===== config.mk =====
export PLATFORM = sky130hd
export DESIGN_NAME = brfs_status
export DESIGN_NICKNAME = d
export VERILOG_FILES = /design/src/rtl/brfs_pkg.sv /design/src/rtl/brfs_status.sv
export SDC_FILE = /design/constraint.sdc
export NUM_CORES = 1
export LEC_CHECK = 0
export BUFFER_PORTS_ARGS = -buffer_cell sky130_fd_sc_hd__buf_2
export CORE_MARGIN = 2
export CORE_UTILIZATION = 50
export DETAILED_ROUTE_END_ITERATION = 16
export PLACE_DENSITY_LB_ADDON = 0.1
export SYNTH_ARGS = -nofsm -noshare
export SYNTH_HDL_FRONTEND = slang
export SYNTH_SLANG_ARGS = --single-unit

===== constraint.sdc =====
create_clock -name vclk -period 9.69
set_clock_uncertainty 0.1 [all_clocks]
set_input_delay 0 -clock vclk [all_inputs]
set_output_delay 0 -clock vclk [all_outputs]
set_load 0.1 [all_outputs]

===== src/rtl/brfs_pkg.sv =====
// shared types, constants and index arithmetic for the byte ring fifo
package brfs_pkg;

  // counts and indices never exceed the largest programmable ring size
  localparam int CW        = 11;
  localparam int FW        = 10;
  localparam int RING_MAX  = 2047;
  localparam int RING_MIN  = 2;
  localparam int RING_RST  = 1024;

  typedef enum logic [2:0] {
    CMD_PUSH       = 3'd0,
    CMD_POP        = 3'd1,
    CMD_SKIP_READ  = 3'd2,
    CMD_SKIP_WRITE = 3'd3,
    CMD_CLEAR      = 3'd4
  } cmd_t;

  typedef struct packed {
    logic [2:0]  command;
    logic [7:0]  write_data;
    logic [10:0] skip_length;
  } in_t;

  typedef struct packed {
    logic        accepted;
    logic [7:0]  read_data;
    logic [9:0]  used_count;
    logic [9:0]  free_count;
    logic        is_empty;
    logic        is_full;
    logic [9:0]  read_position;
    logic [9:0]  contiguous_read_length;
    logic [9:0]  write_position;
    logic [9:0]  contiguous_write_length;
  } out_t;

  // ring state seen by the status logic
  typedef struct packed {
    logic [CW-1:0] wr;
    logic [CW-1:0] rd;
    logic [CW-1:0] used;
    logic [CW-1:0] free;
    logic [CW-1:0] n;
    logic          acc;
    logic          pop_ok;
  } ring_st_t;

  // idx + len modulo n, valid while idx < n and len < n
  function automatic logic [CW-1:0] ring_adv(input logic [CW-1:0] idx,
                                             input logic [CW-1:0] len,
                                             input logic [CW-1:0] n);
    logic [CW:0] sum;
    logic [CW:0] red;
    sum = {1'b0, idx} + {1'b0, len};
    red = sum - {1'b0, n};
    if (sum >= {1'b0, n}) begin
      ring_adv = red[CW-1:0];
    end else begin
      ring_adv = sum[CW-1:0];
    end
  endfunction

endpackage


===== src/rtl/brfs_status.sv =====
// status fields of one result from the ring state and the popped byte
module brfs_status (
  input  brfs_pkg::ring_st_t st,
  input  logic [7:0]         rd_byte,
  output brfs_pkg::out_t     res
);
  import brfs_pkg::*;

  logic          empty;
  logic          full;
  logic [CW-1:0] crl;
  logic [CW-1:0] cwl;
  logic [CW-1:0] tail_w;

  assign empty  = (st.used == '0);
  assign full   = (st.free == '0);
  assign tail_w = st.n - st.wr;

  always_comb begin
    if (empty) begin
      crl = '0;
    end else if (st.wr > st.rd) begin
      crl = st.used;
    end else begin
      crl = st.n - st.rd;
    end
    // below the read index the gap is exactly the free count
    if (full) begin
      cwl = '0;
    end else if (st.wr >= st.rd) begin
      cwl = (tail_w > st.free) ? st.free : tail_w;
    end else begin
      cwl = st.free;
    end
  end

  always_comb begin
    res.accepted                = st.acc;
    res.read_data               = st.pop_ok ? rd_byte : 8'd0;
    res.used_count              = FW'(st.used);
    res.free_count              = FW'(st.free);
    res.is_empty                = empty;
    res.is_full                 = full;
    res.read_position           = FW'(st.rd);
    res.contiguous_read_length  = FW'(crl);
    res.write_position          = FW'(st.wr);
    res.contiguous_write_length = FW'(cwl);
  end

endmodule

==> qor.yml <==
cells_and_area:
  drive_gt1_share_pct: 36.1
  areaGrowthSynthToFinish_pct: 18.5
  seq_cells: 0
  final_nets: 514
  clkbuf_count: 0
  antennaDiodeCount: 0
  seq_area_um2: 0
detailed_routing:
  wl_met3_um: 295
  wl_met1_um: 2550
  final_antenna_net_count: 0
  routed-via-count: 2375
  wl_per_cell_um: 11.5
  routed_wl_um: 5250
  wl_met2_um: 2400
  firstDrtPassIters: 4
  routed.top_layer: "met3"
  viasPerCell: 5.21
  drc: 0
  drt-initial-drc-count: 66
logic_synthesis:
  syn_area_per_cell_um2: 7.10
  ys_warn_count: 0
  synth_cells: 314
  synth_nets: 422
  synth_area_leader_cell: "ha_1"
  yosys.cell_count.top_type: "buf_4"
  synth.distinct_cells: 54
  netlist.area_leader.share_pct: 23.0
  syn_area_um2: 2230
  ys_seq_area_share_pct: 0
  synthTopCellsByArea: "ha_1 23%, buf_4 14%, inv_1 6.2%"
  synth_commonest_cells: "43 x buf_4, 41 x ha_1, 37 x inv_1"
worst_hold_path:
  holdCritStartpoint: "st[43]"
  hold_path_class: "input port to output pin"
  hold_depth: 2
  min_to: "res[38]"
timing:
  setup_viol_count_final: 0
  rsz0062_at_grt: "false"
  relSlewSlack_pct: 35.4
  fin_crit_sh_pct: 44.6
  fmax_mhz: 231
  finalCriticalPeriod_ps: 4330
  drv_slew: 0
  hold_viol: 0
  tightest_slew_ps: 965
  finalSetupTns_ps: 0
cts:
  holdBufCountCts: 1
  postCtsSetupBuffers: 0
  cts_resized: 0
die:
  io_pins: 136
  dieWidth_um: 70.8
  die-area_um2: 5010
  die_h_um: 70.8
  fp.coreArea_um2: 4320
  core.rowCount: 24
  start_util_pct: 51.6
worst_setup_path:
  cp_data_arrival_time_ps: 4230
  cp_top_family: "compound AO/OA/AOI/OAI gates"
  worstPathMaxFanout: 13
  critPathSlowestCell: "or4_1"
  cp-end-kind: "output pin"
  critPathMaxStageDelay_ps: 500
  start_kind: "input port"
  path_cells: "buf_2 > inv_1 > ha_1 > a21o_1 > a21oi_1 > a21boi_2 > a21boi_1 > or4_1 > nand3_1 > ha_1 > a21oi_2 > o21ai_1 > or4_1 > a32o_1 > or3b_1 > a21oi_1 > buf_2"
  cp_num_buf_inv: 3
  worstPathRequired_ps: 9590
  path_class: "input port to output pin"
power_and_ir_drop:
  power.total_uw: 383
  ir_drop_mv: 0.0955
  p_leak_uw: 0.00153
  p_per_area_nw_per_um2: 145
global_routing:
  grt_use_total_pct: 19.9
  grt_pass1_wl_um: 8710
  grt_pass1_vias: 2123
  grt_max_degree: 14
  grt_overflow_total: 0
  antenna_found_initial: 0
run:
  maxCapViolCount: 0
placement:
  gp_congestion: 0.909
  dp.final_hpwl_um: 4820
  io_buffers: 134
status:
  status: "completed"
[layout by cell type (no fill, tap or decap), types with 2 or more instances in the layout]
cell	n
a211oi_1	6
or2_1	2
o31ai_1	2
a21o_1	2
and3_1	3
nand3b_1	4
buf_2	134
nand2_1	14
nor2b_1	5
nand2b_1	2
and2_1	8
inv_1	37
mux2i_1	11
ha_1	41
o21ai_1	3
buf_4	2
o21a_1	4
xor2_1	4
or4_1	2
nor3_1	7
xnor2_1	6
a21oi_1	23
o211ai_1	4
or3b_1	3
nor4_1	6
fa_1	2
nand3_1	4
or2_2	2
nor2_1	28
o21ai_0	4
nand4_1	7
[layout make-up]
cell class                 instances  area [um2]
tap                               52        65.1
multi-input combinational        230        1740
timing repair buffer             137         696
inverter                          37         139
fill                             449        1680
[power breakdown]
group	leakage [uW]	internal, uW	switching (uW)
logic	0.00153	86.0	297
clock network	0	0	0
registers	0	0	0
total	0.00153	86.0	297
[cell families after synthesis]
logic type | count (synthesis) | synth area share (%)
simple gates | 103 | 24.6
fa+ha+maj | 43 | 24.8
xor+xnor | 10 | 3.93
mux | 11 | 4.94
compound gates | 63 | 19.9
buf+inv | 84 | 21.8
[layer usage]
layer / GRT usage, % / vias to the layer above
li1: - / 1250
met3: 0.142 / 0
met5: 0 / -
met4: 0.419 / 0
met2: 35.5 / 81
met1: 28.4 / 1044
[worst max path at each step]
stage	cells past startpoint	startpoint	to
6_report	17	st[52]	res[8]
5_1_grt	17	st[52]	res[8]
4_1_cts	17	st[52]	res[8]
3_5_place_dp	17	st[52]	res[8]
3_3_place_gp	17	st[48]	res[8]
2_1_floorplan	15	st[52]	res[8]
[through the flow]
step | worst slack [ps] | area [um2] | util (%) | hold WS, ps | std cells
final | 5360 | 2640 | 61.1 | 284 | 456
after global routing | 5080 | 2640 | 61.1 | 288 | 456
after CTS | 5360 | 2640 | 61.1 | 284 | 456
after detailed placement | 5360 | 2630 | 60.9 | -98.5 | 455
after global placement | 5480 | 2630 | 60.9 | -98.5 | 455
after floorplan | 5010 | 2230 | - | 112 | 314
Note: power is estimated with default switching activity, not from simulation.
