[src/rtl/brfs_pkg.sv]
// shared types, constants and index arithmetic for the byte ring fifo
package brfs_pkg;

  // counts and indices never exceed the largest programmable ring size
  localparam int CW        = 11;
  localparam int FW        = 10;
  localparam int RING_MAX  = 2047;
  localparam int RING_MIN  = 2;
  localparam int RING_RST  = 1024;

  typedef enum logic [2:0] {
    CMD_PUSH       = 3'd0,
    CMD_POP        = 3'd1,
    CMD_SKIP_READ  = 3'd2,
    CMD_SKIP_WRITE = 3'd3,
    CMD_CLEAR      = 3'd4
  } cmd_t;

  typedef struct packed {
    logic [2:0]  command;
    logic [7:0]  write_data;
    logic [10:0] skip_length;
  } in_t;

  typedef struct packed {
    logic        accepted;
    logic [7:0]  read_data;
    logic [9:0]  used_count;
    logic [9:0]  free_count;
    logic        is_empty;
    logic        is_full;
    logic [9:0]  read_position;
    logic [9:0]  contiguous_read_length;
    logic [9:0]  write_position;
    logic [9:0]  contiguous_write_length;
  } out_t;

  // ring state seen by the status logic
  typedef struct packed {
    logic [CW-1:0] wr;
    logic [CW-1:0] rd;
    logic [CW-1:0] used;
    logic [CW-1:0] free;
    logic [CW-1:0] n;
    logic          acc;
    logic          pop_ok;
  } ring_st_t;

  // idx + len modulo n, valid while idx < n and len < n
  function automatic logic [CW-1:0] ring_adv(input logic [CW-1:0] idx,
                                             input logic [CW-1:0] len,
                                             input logic [CW-1:0] n);
    logic [CW:0] sum;
    logic [CW:0] red;
    sum = {1'b0, idx} + {1'b0, len};
    red = sum - {1'b0, n};
    if (sum >= {1'b0, n}) begin
      ring_adv = red[CW-1:0];
    end else begin
      ring_adv = sum[CW-1:0];
    end
  endfunction

endpackage

[src/rtl/brfs_ctrl.sv]
// command sequencer: index and count registers, memory access, handshake
module brfs_ctrl #(
  parameter int MEM_DEPTH = 1024,
  parameter int IW        = 10
) (
  input  logic              clk,
  input  logic              rst,
  input  logic              in_valid,
  output logic              in_stall,
  input  brfs_pkg::in_t     in_data,
  output logic              out_valid,
  input  logic              out_stall,
  input  logic              cfg_wr_en,
  input  logic [10:0]       cfg_wr_data,
  output logic              mem_we,
  output logic              mem_re,
  output logic [IW-1:0]     mem_addr,
  output brfs_pkg::ring_st_t st
);
  import brfs_pkg::*;

  localparam int NRESET = (RING_RST > MEM_DEPTH) ? MEM_DEPTH : RING_RST;

  logic [IW-1:0] wr, wr_next;
  logic [IW-1:0] rd, rd_next;
  logic [CW-1:0] used, used_next;
  logic [CW-1:0] free, free_next;
  logic [CW-1:0] n, n_next;
  logic          acc, acc_next;
  logic          pop_ok, pop_ok_next;
  logic          out_valid_next;
  logic          accept;
  logic [CW-1:0] len;
  logic [CW-1:0] rlen;
  logic [CW-1:0] wlen;
  logic          push_ok;
  logic          pop_go;

  assign in_stall = out_valid && out_stall;
  assign accept   = in_valid && !in_stall;
  assign len      = in_data.skip_length;
  assign rlen     = (len > used) ? used : len;
  assign wlen     = (len > free) ? free : len;
  assign push_ok  = (free != '0);
  assign pop_go   = (used != '0);

  assign mem_we   = accept && (in_data.command == CMD_PUSH) && push_ok;
  assign mem_re   = accept && (in_data.command == CMD_POP) && pop_go;
  assign mem_addr = mem_we ? wr : rd;

  always_comb begin
    wr_next        = wr;
    rd_next        = rd;
    used_next      = used;
    free_next      = free;
    n_next         = n;
    acc_next       = acc;
    pop_ok_next    = pop_ok;
    out_valid_next = out_valid && out_stall;
    if (cfg_wr_en) begin
      // clamp to the legal ring size, then restart both indices
      if (cfg_wr_data < CW'(RING_MIN)) begin
        n_next = CW'(RING_MIN);
      end else if (cfg_wr_data > CW'(MEM_DEPTH)) begin
        n_next = CW'(MEM_DEPTH);
      end else begin
        n_next = cfg_wr_data;
      end
      wr_next   = '0;
      rd_next   = '0;
      used_next = '0;
      free_next = n_next - CW'(1);
    end else if (accept) begin
      out_valid_next = 1'b1;
      acc_next       = 1'b0;
      pop_ok_next    = 1'b0;
      case (in_data.command)
        CMD_PUSH: begin
          if (push_ok) begin
            wr_next   = IW'(ring_adv(CW'(wr), CW'(1), n));
            used_next = used + CW'(1);
            free_next = free - CW'(1);
            acc_next  = 1'b1;
          end
        end
        CMD_POP: begin
          if (pop_go) begin
            rd_next     = IW'(ring_adv(CW'(rd), CW'(1), n));
            used_next   = used - CW'(1);
            free_next   = free + CW'(1);
            acc_next    = 1'b1;
            pop_ok_next = 1'b1;
          end
        end
        CMD_SKIP_READ: begin
          rd_next   = IW'(ring_adv(CW'(rd), rlen, n));
          used_next = used - rlen;
          free_next = free + rlen;
          acc_next  = 1'b1;
        end
        CMD_SKIP_WRITE: begin
          wr_next   = IW'(ring_adv(CW'(wr), wlen, n));
          used_next = used + wlen;
          free_next = free - wlen;
          acc_next  = 1'b1;
        end
        CMD_CLEAR: begin
          wr_next   = '0;
          rd_next   = '0;
          used_next = '0;
          free_next = n - CW'(1);
          acc_next  = 1'b1;
        end
        default: begin
          acc_next = 1'b0;
        end
      endcase
    end
  end

  always_ff @(posedge clk) begin
    if (rst) begin
      wr        <= '0;
      rd        <= '0;
      used      <= '0;
      free      <= CW'(NRESET - 1);
      n         <= CW'(NRESET);
      acc       <= 1'b0;
      pop_ok    <= 1'b0;
      out_valid <= 1'b0;
    end else begin
      wr        <= wr_next;
      rd        <= rd_next;
      used      <= used_next;
      free      <= free_next;
      n         <= n_next;
      acc       <= acc_next;
      pop_ok    <= pop_ok_next;
      out_valid <= out_valid_next;
    end
  end

  assign st = '{wr: CW'(wr), rd: CW'(rd), used: used, free: free, n: n,
                acc: acc, pop_ok: pop_ok};

`ifndef NO_ASSERTIONS
  // occupancy bookkeeping stays consistent with the ring size
  a_count_sum: assert property (@(posedge clk) disable iff (rst)
    ({1'b0, used} + {1'b0, free} + (CW+1)'(1)) == {1'b0, n})
    else $error("used and free counts out of step with ring size");

  // indices stay inside the ring
  a_idx_range: assert property (@(posedge clk) disable iff (rst)
    (CW'(wr) < n) && (CW'(rd) < n))
    else $error("ring index beyond ring size");

  // a held result freezes the ring state
  a_stall_hold: assert property (@(posedge clk) disable iff (rst)
    out_valid && out_stall && !cfg_wr_en |=> $stable(wr) && $stable(rd) && $stable(acc))
    else $error("ring state moved under a stalled result");

  // a successful pop is always reported as accepted
  a_pop_acc: assert property (@(posedge clk) disable iff (rst)
    pop_ok |-> acc)
    else $error("pop data flagged without acceptance");

  // memory is never read and written in the same cycle
  a_mem_port: assert property (@(posedge clk) disable iff (rst)
    !(mem_we && mem_re))
    else $error("byte store read and write collide");
`endif

endmodule

[config.mk]
export PLATFORM = sky130hd
export DESIGN_NAME = brfs_ctrl
export DESIGN_NICKNAME = d
export VERILOG_FILES = /design/src/rtl/brfs_pkg.sv /design/src/rtl/brfs_ctrl.sv
export SDC_FILE = /design/constraint.sdc
export NUM_CORES = 1
export LEC_CHECK = 0
export BUFFER_PORTS_ARGS = -buffer_cell sky130_fd_sc_hd__buf_2
export CAP_MARGIN = 20
export CORE_MARGIN = 1
export CORE_UTILIZATION = 35
export DETAILED_ROUTE_END_ITERATION = 7
export SETUP_SLACK_MARGIN = 0.3
export SLEW_MARGIN = 20
export SYNTH_ARGS = -nofsm -noshare
export SYNTH_HDL_FRONTEND = slang
export SYNTH_SLANG_ARGS = --single-unit
[constraint.sdc]
create_clock -name clk -period 10.2 [get_ports clk]
set_input_delay 2.55 -clock clk [delete_from_list [all_inputs] [get_ports clk]]
set_output_delay 2.55 -clock clk [all_outputs]
set_load 0.005 [all_outputs]
==> flow_metrics.tcl <==
set metrics [dict create \
    timing.final.setup_violations 0 \
    synth_seq_area_share 0.125 \
    rsz0062_at_grt "false" \
    ioPinCount 109 \
    final.setup.tns_ns 0 \
    syn_area_per_cell_um2 7.55 \
    vias_post_dr 9047 \
    synth.lib_cells_used.distinct 84 \
    p_int_mw 0.543 \
    tritoncts "built" \
    ys.flop_type "dfxtp_1" \
    post_synthesis_cell_area_um2 8930 \
    maxClockFrequency_mhz 119 \
    pwr-share-comb 0.543 \
    clock_share_of_power 0.196 \
    max_cap_violations 0 \
    criticalPathCategory "in2reg" \
    core_um2 25100 \
    cts_resized 0 \
    worst_pin_slew_ns 0.854 \
    area_growth_syn_to_layout_pct 10.2 \
    power_switching_mw 0.425 \
    postSynthCellCount 1183 \
    number_of_buffers_inserted_for_hold_repair_after_clock_tree_synthesis 0 \
    cts-root-buf "clkbuf_16" \
    cells_taking_the_most_area_after_synthesis "ha_1, dfxtp_1, mux2i_1, xnor2_1, a21oi_1" \
    peakVddDrop_v 0.0000600 \
    timing_max_transition_violations_final 0 \
    via_per_inst 5.72 \
    cts_sinks 56 \
    first_global_vias 8662 \
    overflow 0 \
    p_per_area_nw_per_um2 98.3 \
    cp-end-kind "flop" \
    finalWorstPathRequiredPeriod_ns 8.40 \
    crit_fanout 21 \
    clkSlewWorstSetupHoldPaths_ns 0.08 \
    synthMostInstantiatedCell "nor2_1" \
    hp-class "reg2reg" \
    gp_congestion 0.893 \
    route.detailed.drc 0 \
    worst_setup_path_start_kind "input port" \
    critical_path.endpoint "rd[1]" \
    drt-initial-drc-count 641 \
    rows 58 \
    cts_setup_buffers 0 \
    die_w_um 162 \
    timing.hold.worst_path_depth 2 \
    timing.critical_path.slowest_stage_cell "a211oi_4" \
    status "completed" \
    antenna_found_initial 0 \
    max_stage_delay_ns 0.68 \
    p_leak_nw 4.64 \
    nFillCells 2696 \
    detail-route-antenna-nets 0 \
    worstSkewPairLatency_ns 0.31 \
    synth_edf_count 0 \
    place.detailed.hpwl_um 24100 \
    first_pass_grt_wire_length_um 48100 \
    synth.ff_latch_count 56 \
    r2r_setup_slack_ns 3.51 \
    grt_usage 0.237 \
    timing.rr.end "rd[1]" \
    timing.critical_path.from "in_data[8]" \
    route.detailed.wl_per_inst_um 19.5 \
    cts_htree_levels 2 \
    cp.arrival_ns 8.65 \
    grt_start_max_net_pins 44 \
    synth_top_area_frac 0.158 \
    dr.pass1.iters 6 \
    clock_tree.buffer_depth 2 \
    nets 1409 \
    worst_ep_required_time_ns 10.45 \
    rr_startpoint "used[4]" \
    buffer_ports.inserted 98 \
    design_area_um2 9840 \
    cts-buffers-inserted 5 \
    placed_cell_area_um2 9700 \
    share_of_the_clock_period_used_by_the_worst_path 0.823 \
    final_hold_vio_count 0 \
    die_y_um 162 \
    drt_wl_total_um 30900 \
    initial_utilization 0.356 \
    post_route_cells_drive_above_1_share 0.135 \
    ys.warnings.count 0 \
    antenna_cells 0 \
    slew-limit-headroom 0.428 \
    fp.dieArea_um2 26200 \
    sequentialPowerShare 0.261 \
    synth.largest_area_cell "ha_1" \
    ff2ff_path_depth 26 \
    p_sw_frac 0.439 \
    fin_worst_skew_ns 0.00919 \
    post_synth_most_frequent_cells "nor2_1, ha_1, a21oi_1" \
    postSynth.asyncResetShare 0 \
]
## how the worst min path moves through the flow
| stage | start | end | slack (ns) |
|---|---|---|---|
| 5_1_grt | pop_ok | pop_ok | 0.52 |
| 6_report | pop_ok | pop_ok | 0.49 |
| 3_5_place_dp | pop_ok | pop_ok | 0.49 |
| 3_3_place_gp | pop_ok | pop_ok | 0.48 |
| 4_1_cts | pop_ok | pop_ok | 0.50 |
| 2_1_floorplan | pop_ok | pop_ok | 0.45 |
## metrics by stage
stage          instances   util  hold WS [ns]  power (mW)  setup WS, ns
2_1_floorplan       1184      -         0.450       0.648          2.76
3_3_place_gp        1573  0.386         0.479       0.769          1.53
3_5_place_dp        1573  0.386         0.488       0.775          1.57
4_1_cts             1581  0.392         0.501       0.968          1.85
5_1_grt             1581  0.392         0.522        1.04          1.39
6_report            1581  0.392         0.492       0.968          1.80
## power groups by stage
stage	Sequential, mW	Clock, mW	Combinational (mW)
after floorplan	0.246	0	0.402
after global placement	0.258	0	0.511
after detailed placement	0.257	0	0.517
after CTS	0.252	0.195	0.520
after global routing	0.254	0.204	0.583
final	0.253	0.189	0.526
## registers in the layout, indices dropped and copies added (netlist names)
register,flops
n,11
pop_ok,1
free,11
out_valid,1
wr,10
used,11
rd,10
acc,1
## kinds of logic after synthesis
| kind of cell | count (synthesis) | share of synthesized area |
|---|---|---|
| adders and majority gates | 121 | 0.176 |
| buffers and inverters | 128 | 0.0588 |
| DFF | 56 | 0.125 |
| and+or+nand+nor | 368 | 0.205 |
| AOI/OAI and AO/OA | 335 | 0.247 |
| other | 1 | 0.000420 |
| muxes | 81 | 0.0958 |
| xor gates and xnor gates | 93 | 0.0912 |
## cell type report
class / count / area [µm²] / share of cell area
timing repair buffer: 109 / 573 / 0.0582
tap: 330 / 413 / 0.0419
multi-input combinational: 1000 / 7300 / 0.741
sequential: 56 / 1120 / 0.114
inverter: 78 / 293 / 0.0297
clock buffer: 5 / 125 / 0.0127
clock inverter: 3 / 22.5 / 0.00229
## per-layer routing
| metal | wire [µm] | GRT usage |
|---|---|---|
| met5 | 0 | 0 |
| met4 | 841 | 0.0759 |
| met3 | 1920 | 0.0383 |
| met2 | 14300 | 0.395 |
| met1 | 13900 | 0.310 |
## placed cells by master, fill, tap and decap left out, types with 6 or more instances in the layout
cell / netlist / final
nor2_1: 120 / 120
ha_1: 113 / 113
buf_2: 15 / 98
a21oi_1: 94 / 93
o21ai_0: 76 / 76
inv_1: 76 / 76
nand2_1: 69 / 69
xnor2_1: 64 / 64
mux2i_1: 57 / 57
dfxtp_1: 56 / 56
nor3_1: 38 / 38
a21o_1: 31 / 31
nand3_1: 30 / 30
xor2_1: 29 / 29
nor2b_1: 23 / 23
a211oi_1: 22 / 22
mux2_2: 22 / 22
nand4_1: 19 / 19
nand2b_1: 12 / 12
o211a_1: 11 / 11
o221ai_1: 11 / 11
buf_4: 5 / 11
a31oi_1: 10 / 10
o21a_1: 10 / 10
nand3b_1: 9 / 9
o21bai_1: 8 / 8
nor4_1: 8 / 8
a211o_1: 8 / 8
fa_1: 8 / 8
or2_2: 7 / 7
or3_1: 6 / 6
a21boi_0: 6 / 6
## critical path, delay by kind of cell
kind | cells | cell delay [ns]
mux | 1 | 0.41
buf+inv | 3 | 0.46
compound gates | 15 | 3.35
fa+ha+maj | 4 | 1.36
simple gates | 2 | 0.30
xor+xnor | 1 | 0.22
Note: power is estimated with default switching activity, not from simulation.
